`config.mk`:
```
export PLATFORM = sky130hd
export DESIGN_NAME = date_subtract_days
export DESIGN_NICKNAME = d
export VERILOG_FILES = /design/src/dsd_pkg.sv /design/src/dsd_useq.sv /design/src/dsd_dp.sv /design/src/date_subtract_days.sv
export SDC_FILE = /design/constraint.sdc
export NUM_CORES = 1
export LEC_CHECK = 0
export BUFFER_PORTS_ARGS = -buffer_cell sky130_fd_sc_hd__buf_2
export CORE_MARGIN = 2
export CORE_UTILIZATION = 55
export CTS_BUF_LIST = sky130_fd_sc_hd__clkbuf_16
export CTS_CLUSTER_SIZE = 16
export DETAILED_ROUTE_END_ITERATION = 8
export HOLD_SLACK_MARGIN = 0.08
export PLACE_DENSITY = 0.76
export SYNTH_ARGS = -nofsm -noshare
export SYNTH_HDL_FRONTEND = slang
export SYNTH_HIERARCHICAL = 1
export SYNTH_SLANG_ARGS = --single-unit
```
`constraint.sdc`:
```
create_clock -name clk -period 8.04 [get_ports clk]
set_clock_uncertainty 0.1 [all_clocks]
set_input_delay 0.402 -clock clk [delete_from_list [all_inputs] [get_ports clk]]
set_output_delay 0.402 -clock clk [all_outputs]
set_load 0.02 [all_outputs]
```
`src/dsd_pkg.sv`:
```
package dsd_pkg;

	localparam logic [13:0] MIN_YEAR  = 14'd1582;
	localparam logic [13:0] QUAD_CENT = 14'd400;
	localparam logic [8:0]  R400_LAST = 9'd399;
	localparam logic [3:0]  DEC_MONTH = 4'd12;

	typedef logic [2:0] upc_t;

	// microcode addresses
	localparam upc_t A_IDLE   = 3'd0;
	localparam upc_t A_REDUCE = 3'd1;
	localparam upc_t A_CHECK  = 3'd2;
	localparam upc_t A_BORROW = 3'd3;
	localparam upc_t A_EMIT   = 3'd4;

	typedef enum logic [2:0] {
		OP_NOP    = 3'd0,
		OP_LOAD   = 3'd1,
		OP_REDUCE = 3'd2,
		OP_CHECK  = 3'd3,
		OP_BORROW = 3'd4,
		OP_EMIT   = 3'd5
	} op_t;

	typedef enum logic [2:0] {
		C_ALWAYS  = 3'd0,
		C_NOSTART = 3'd1,
		C_GE400   = 3'd2,
		C_INVALID = 3'd3,
		C_DAYLE0  = 3'd4
	} cond_t;

	typedef struct packed {
		op_t   op;
		cond_t cond;
		upc_t  target;
	} ctl_t;

	typedef struct packed {
		logic ge400;
		logic invalid;
		logic day_le0;
	} stat_t;

	// r is year mod 400, ylo the two low bits of the year
	function automatic logic is_leap(input logic [1:0] ylo, input logic [8:0] r);
		logic cent;
		cent = (r == 9'd0) || (r == 9'd100) || (r == 9'd200) || (r == 9'd300);
		return ((ylo == 2'd0) && !cent) || (r == 9'd0);
	endfunction

	function automatic logic [4:0] month_len(input logic [3:0] m, input logic lp);
		logic [4:0] len;
		case (m)
			4'd4, 4'd6, 4'd9, 4'd11: len = 5'd30;
			4'd2: len = lp ? 5'd29 : 5'd28;
			default: len = 5'd31;
		endcase
		return len;
	endfunction

endpackage

```
`src/dsd_useq.sv`:
```
module dsd_useq
	import dsd_pkg::*;
(
	input  logic  clk,
	input  logic  arst_n,
	input  logic  start,
	input  stat_t stat,
	output ctl_t  ctl,
	output logic  busy
);

	upc_t upc_q;
	logic take;

	// control store
	always_comb begin
		case (upc_q)
			A_IDLE:   ctl = '{op: OP_LOAD,   cond: C_NOSTART, target: A_IDLE};
			A_REDUCE: ctl = '{op: OP_REDUCE, cond: C_GE400,   target: A_REDUCE};
			A_CHECK:  ctl = '{op: OP_CHECK,  cond: C_INVALID, target: A_IDLE};
			A_BORROW: ctl = '{op: OP_BORROW, cond: C_DAYLE0,  target: A_BORROW};
			A_EMIT:   ctl = '{op: OP_EMIT,   cond: C_ALWAYS,  target: A_IDLE};
			default:  ctl = '{op: OP_NOP,    cond: C_ALWAYS,  target: A_IDLE};
		endcase
	end

	always_comb begin
		case (ctl.cond)
			C_ALWAYS:  take = 1'b1;
			C_NOSTART: take = !start;
			C_GE400:   take = stat.ge400;
			C_INVALID: take = stat.invalid;
			C_DAYLE0:  take = stat.day_le0;
			default:   take = 1'b1;
		endcase
	end

	always_ff @(posedge clk or negedge arst_n) begin
		if (!arst_n) begin
			upc_q <= A_IDLE;
		end else begin
			upc_q <= take ? ctl.target : upc_q + 3'd1;
		end
	end

	assign busy = (upc_q != A_IDLE);

endmodule

```
`src/dsd_dp.sv`:
```
module dsd_dp
	import dsd_pkg::*;
(
	input  logic        clk,
	input  logic        arst_n,
	input  ctl_t        ctl,
	input  logic [4:0]  day_in,
	input  logic [3:0]  month_in,
	input  logic [13:0] year_in,
	input  logic [15:0] days_to_subtract,
	output stat_t       stat,
	output logic        done,
	output logic        date_valid,
	output logic [4:0]  day_out,
	output logic [3:0]  month_out,
	output logic [13:0] year_out
);

	logic [4:0]         d_q;
	logic [15:0]        n_q;
	logic [3:0]         mon_q;
	logic [13:0]        yr_q;
	logic [13:0]        r400_q;   // year mod 400 once reduced
	logic signed [16:0] day_q;

	logic        done_q;
	logic        valid_q;
	logic [4:0]  day_out_q;
	logic [3:0]  month_out_q;
	logic [13:0] year_out_q;

	logic       cur_leap;
	logic [4:0] cur_len;
	logic       wrap;
	logic [3:0] prev_mon;
	logic [13:0] prev_yr;
	logic [8:0] prev_r;
	logic [4:0] prev_len;

	assign cur_leap = is_leap(yr_q[1:0], r400_q[8:0]);
	assign cur_len  = month_len(mon_q, cur_leap);

	// previous month, with year borrow below January
	assign wrap     = (mon_q <= 4'd1);
	assign prev_mon = wrap ? DEC_MONTH : mon_q - 4'd1;
	assign prev_yr  = wrap ? yr_q - 14'd1 : yr_q;
	assign prev_r   = !wrap ? r400_q[8:0] :
	                  (r400_q[8:0] == 9'd0) ? R400_LAST : r400_q[8:0] - 9'd1;
	assign prev_len = month_len(prev_mon, is_leap(prev_yr[1:0], prev_r));

	assign stat.ge400   = (r400_q >= QUAD_CENT);
	assign stat.invalid = (yr_q < MIN_YEAR) || (mon_q == 4'd0) || (mon_q > DEC_MONTH) ||
	                      (d_q == 5'd0) || (d_q > cur_len);
	assign stat.day_le0 = (day_q < 17'sd1);

	always_ff @(posedge clk) begin
		case (ctl.op)
			OP_LOAD: begin
				d_q    <= day_in;
				n_q    <= days_to_subtract;
				mon_q  <= month_in;
				yr_q   <= year_in;
				r400_q <= year_in;
			end
			OP_REDUCE: begin
				if (stat.ge400) begin
					r400_q <= r400_q - QUAD_CENT;
				end
			end
			OP_CHECK: begin
				day_q <= $signed({12'b0, d_q}) - $signed({1'b0, n_q});
			end
			OP_BORROW: begin
				if (stat.day_le0) begin
					mon_q  <= prev_mon;
					yr_q   <= prev_yr;
					r400_q <= {5'b0, prev_r};
					day_q  <= day_q + $signed({12'b0, prev_len});
				end
			end
			default: begin
			end
		endcase
	end

	// result word registers
	always_ff @(posedge clk or negedge arst_n) begin
		if (!arst_n) begin
			done_q <= 1'b0;
		end else begin
			done_q <= ((ctl.op == OP_CHECK) && stat.invalid) || (ctl.op == OP_EMIT);
		end
	end

	always_ff @(posedge clk) begin
		if (ctl.op == OP_CHECK && stat.invalid) begin
			valid_q     <= 1'b0;
			day_out_q   <= '0;
			month_out_q <= '0;
			year_out_q  <= '0;
		end else if (ctl.op == OP_EMIT) begin
			valid_q     <= 1'b1;
			day_out_q   <= day_q[4:0];
			month_out_q <= mon_q;
			year_out_q  <= yr_q;
		end
	end

	assign done       = done_q;
	assign date_valid = valid_q;
	assign day_out    = day_out_q;
	assign month_out  = month_out_q;
	assign year_out   = year_out_q;

endmodule

```
`src/date_subtract_days.sv`:
```
// From accept to done, the microcode loads the word, reduces the year mod 400 step by step,
// checks the date, borrows one month per step until the day is positive, then emits the
// result; an invalid date is reported from the check step, with no month borrows.
// One word at a time: the microcode loop takes one month borrow per cycle and busy stays
// high until the result word is issued; the next word can be taken at the edge that takes
// the result. done marks each result for exactly one cycle; the receiver cannot stall.
module date_subtract_days
	import dsd_pkg::*;
(
	input  logic        clk,
	input  logic        arst_n,
	input  logic        start,
	output logic        busy,
	input  logic [4:0]  day_in,
	input  logic [3:0]  month_in,
	input  logic [13:0] year_in,
	input  logic [15:0] days_to_subtract,
	output logic        done,
	output logic        date_valid,
	output logic [4:0]  day_out,
	output logic [3:0]  month_out,
	output logic [13:0] year_out
);

	ctl_t  ctl;
	stat_t stat;

	dsd_useq u_useq (
		.clk    (clk),
		.arst_n (arst_n),
		.start  (start),
		.stat   (stat),
		.ctl    (ctl),
		.busy   (busy)
	);

	dsd_dp u_dp (
		.clk              (clk),
		.arst_n           (arst_n),
		.ctl              (ctl),
		.day_in           (day_in),
		.month_in         (month_in),
		.year_in          (year_in),
		.days_to_subtract (days_to_subtract),
		.stat             (stat),
		.done             (done),
		.date_valid       (date_valid),
		.day_out          (day_out),
		.month_out        (month_out),
		.year_out         (year_out)
	);

endmodule
```
==> impl_metrics.yaml <==
setup_path:
  crit_path_start: "u_dp/mon_q[0]"
  cp_slowest_stage_delay_ps: 640
  cp_slowest_cell: "nor3_2"
  crit_chain: "inv_1, ha_1, nor2_1, nor3_2, nand2_1, xnor2_1, nand3_1, o31a_1, a31oi_1, ha_1, inv_1, fa_1, or4b_1, and2_1, and3_1, nand3_1, xnor2_1, nor2_1, a21oi_1"
  r2r_cells: 19
  reg2reg_to: "u_dp/day_q[16]"
  cp-end-kind: "register"
  critPathMaxFanout: 13
  crit_end: "u_dp/day_q[16]"
  critPathArrivalTime_ps: 4730
  reg2reg_slack_ps: 3280
  required_ps: 8000
  worst-path-stages: 19
  critPathKind: "reg -> reg"
  worst-path-buf-inv: 2
  reg2reg_from: "u_dp/mon_q[0]"
  critPathTopFamily: "simple AND/OR/NAND/NOR gates"
  startpoint_type: "register"
placement:
  gp_congestion: 0.932
  dp_slack_ps: 3330
  port_buffers: 67
  placed_cells: 795
  dp_hpwl_mm: 9.85
global_route:
  grtUsageTotal: 0.245
  grt_pass1_vias: 4436
  antenna_found_initial: 0
  grt_max_degree: 45
  grt_first_pass_wirelength_mm: 21.9
  gr-total-overflow: 0
yosys:
  synth_nets: 685
  yosys_warnings: 6
  syn_avg_cell_area_um2: 9.54
  synthCells: 616
  syn-cell-area_mm2: 0.00588
floorplanning:
  start_util: 0.567
  die_w_um: 107
  die_y_um: 107
  ios: 68
  rows: 37
  die_area_mm2: 0.0115
  core-area_mm2: 0.0104
cells_and_area:
  finalNetCount: 740
  antenna_cells: 0
  drive_gt1_frac: 0.166
  most-common-layout-cells: "nand2_1, edfxtp_1, buf_2"
  layout_commonest_cell: "nand2_1"
  finalNonFillerCells: 812
  area_growth_pct: 12.2
  n_fill_cell: 899
clock_tree:
  ctsHtreeMaxLevel: 3
  cts_tree: "yes"
  clock_sinks: 98
  cts_resized: 0
  clock_latency_ps: 350
  cts.clk_slew.worst_paths_ps: 70
  clockBufferDepth: 2
  clockRootBuffer: "clkbuf_16"
  cts_buffers: 9
sta:
  layout_min_cycle_time_ps: 4760
  hold_slack_ps: 126
  timing.final.ws_setup_ps: 3280
  finalSetupViolCount: 0
  fmax_mhz: 210
  rsz0062_at_grt: "no"
  report.final.slew_viol_count: 0
  worstMarginPinSlew_ps: 1140
  fin_crit_sh: 0.593
  relSlewSlack: 0.233
  fin_tns_setup_ps: 0
  hold_viol: 0
drt:
  vias: 4725
  wire_per_inst_um: 16.4
  vias_per_cell: 5.82
  wl_mm: 13.3
  dr.pass1.iters: 5
  drc_errors: 0
  drtIter0Drc: 355
  drtAntennaViolNets: 0
pwr:
  max-vdd-ir-drop_mv: 0.210
  design_power_total_mw: 3.09
  p_leak_nw: 2.61
  power_density_mw_per_mm2: 469
status:
  status: "complete, no violations"
worst_hold_path:
  hold_class: "in -> reg"
flow_run:
  cap_violations: 0
-- registers in the layout, indices dropped and copies added, names as in the netlist --
register,flops
u_dp/yr_q,14
u_dp/done,1
u_dp/r400_q,14
u_dp/day_q,17
u_dp/date_valid,1
u_dp/day_out,5
u_dp/n_q,16
u_dp/mon_q,4
u_useq/upc_q,3
u_dp/d_q,5
u_dp/month_out,4
u_dp/year_out,14
-- stage by stage --
step                      cell area, µm²  utilization
final                               6590        0.636
after detailed placement            6290        0.606
after CTS                           6590        0.636
after global placement              6290        0.606
after floorplan                     5880            -
after global routing                6590        0.636
-- layout make-up --
type | count | area (µm²) | share of cell area
multi-input combinational | 462 | 2960 | 0.449
sequential | 98 | 2680 | 0.407
timing repair buffer | 72 | 375 | 0.0569
clock buffer | 9 | 225 | 0.0342
tap | 136 | 170 | 0.0258
inverter | 28 | 109 | 0.0165
clock inverter | 7 | 68.8 | 0.0104
-- worst min-delay path by stage --
stage                         start            to  slack (ps)  cells after the start
6_report        days_to_subtract[5]   u_dp/n_q[5]         130                      1
3_3_place_gp                 arst_n     u_dp/done         110                      1
5_1_grt        days_to_subtract[13]  u_dp/n_q[13]         110                      1
4_1_cts         days_to_subtract[5]   u_dp/n_q[5]         120                      1
3_5_place_dp                 arst_n     u_dp/done         110                      1
2_1_floorplan                arst_n     u_dp/done           6                      0
-- timing repair --
action	4_1_cts	5_1_grt
endpoints found under the hold margin	4	0
setup buffers	0	0
hold buffers	1	0
-- per-layer routing --
metal  vias to the layer above  share of wire  track usage
met5                         -              0            0
met4                         0          0.013       0.0760
met3                        15          0.075       0.0569
met2                       193           0.45        0.370
met1                      2213           0.46        0.351
li1                       2304              -            -
-- where the power goes --
group | internal [mW] | switching (mW) | total [mW] | leakage, nW
clock network | 0.241 | 0.186 | 0.427 | 0.149
registers | 0.926 | 0.272 | 1.20 | 0.908
logic | 0.566 | 0.899 | 1.47 | 1.56
No activity file was read; power rests on OpenSTA's default activity.
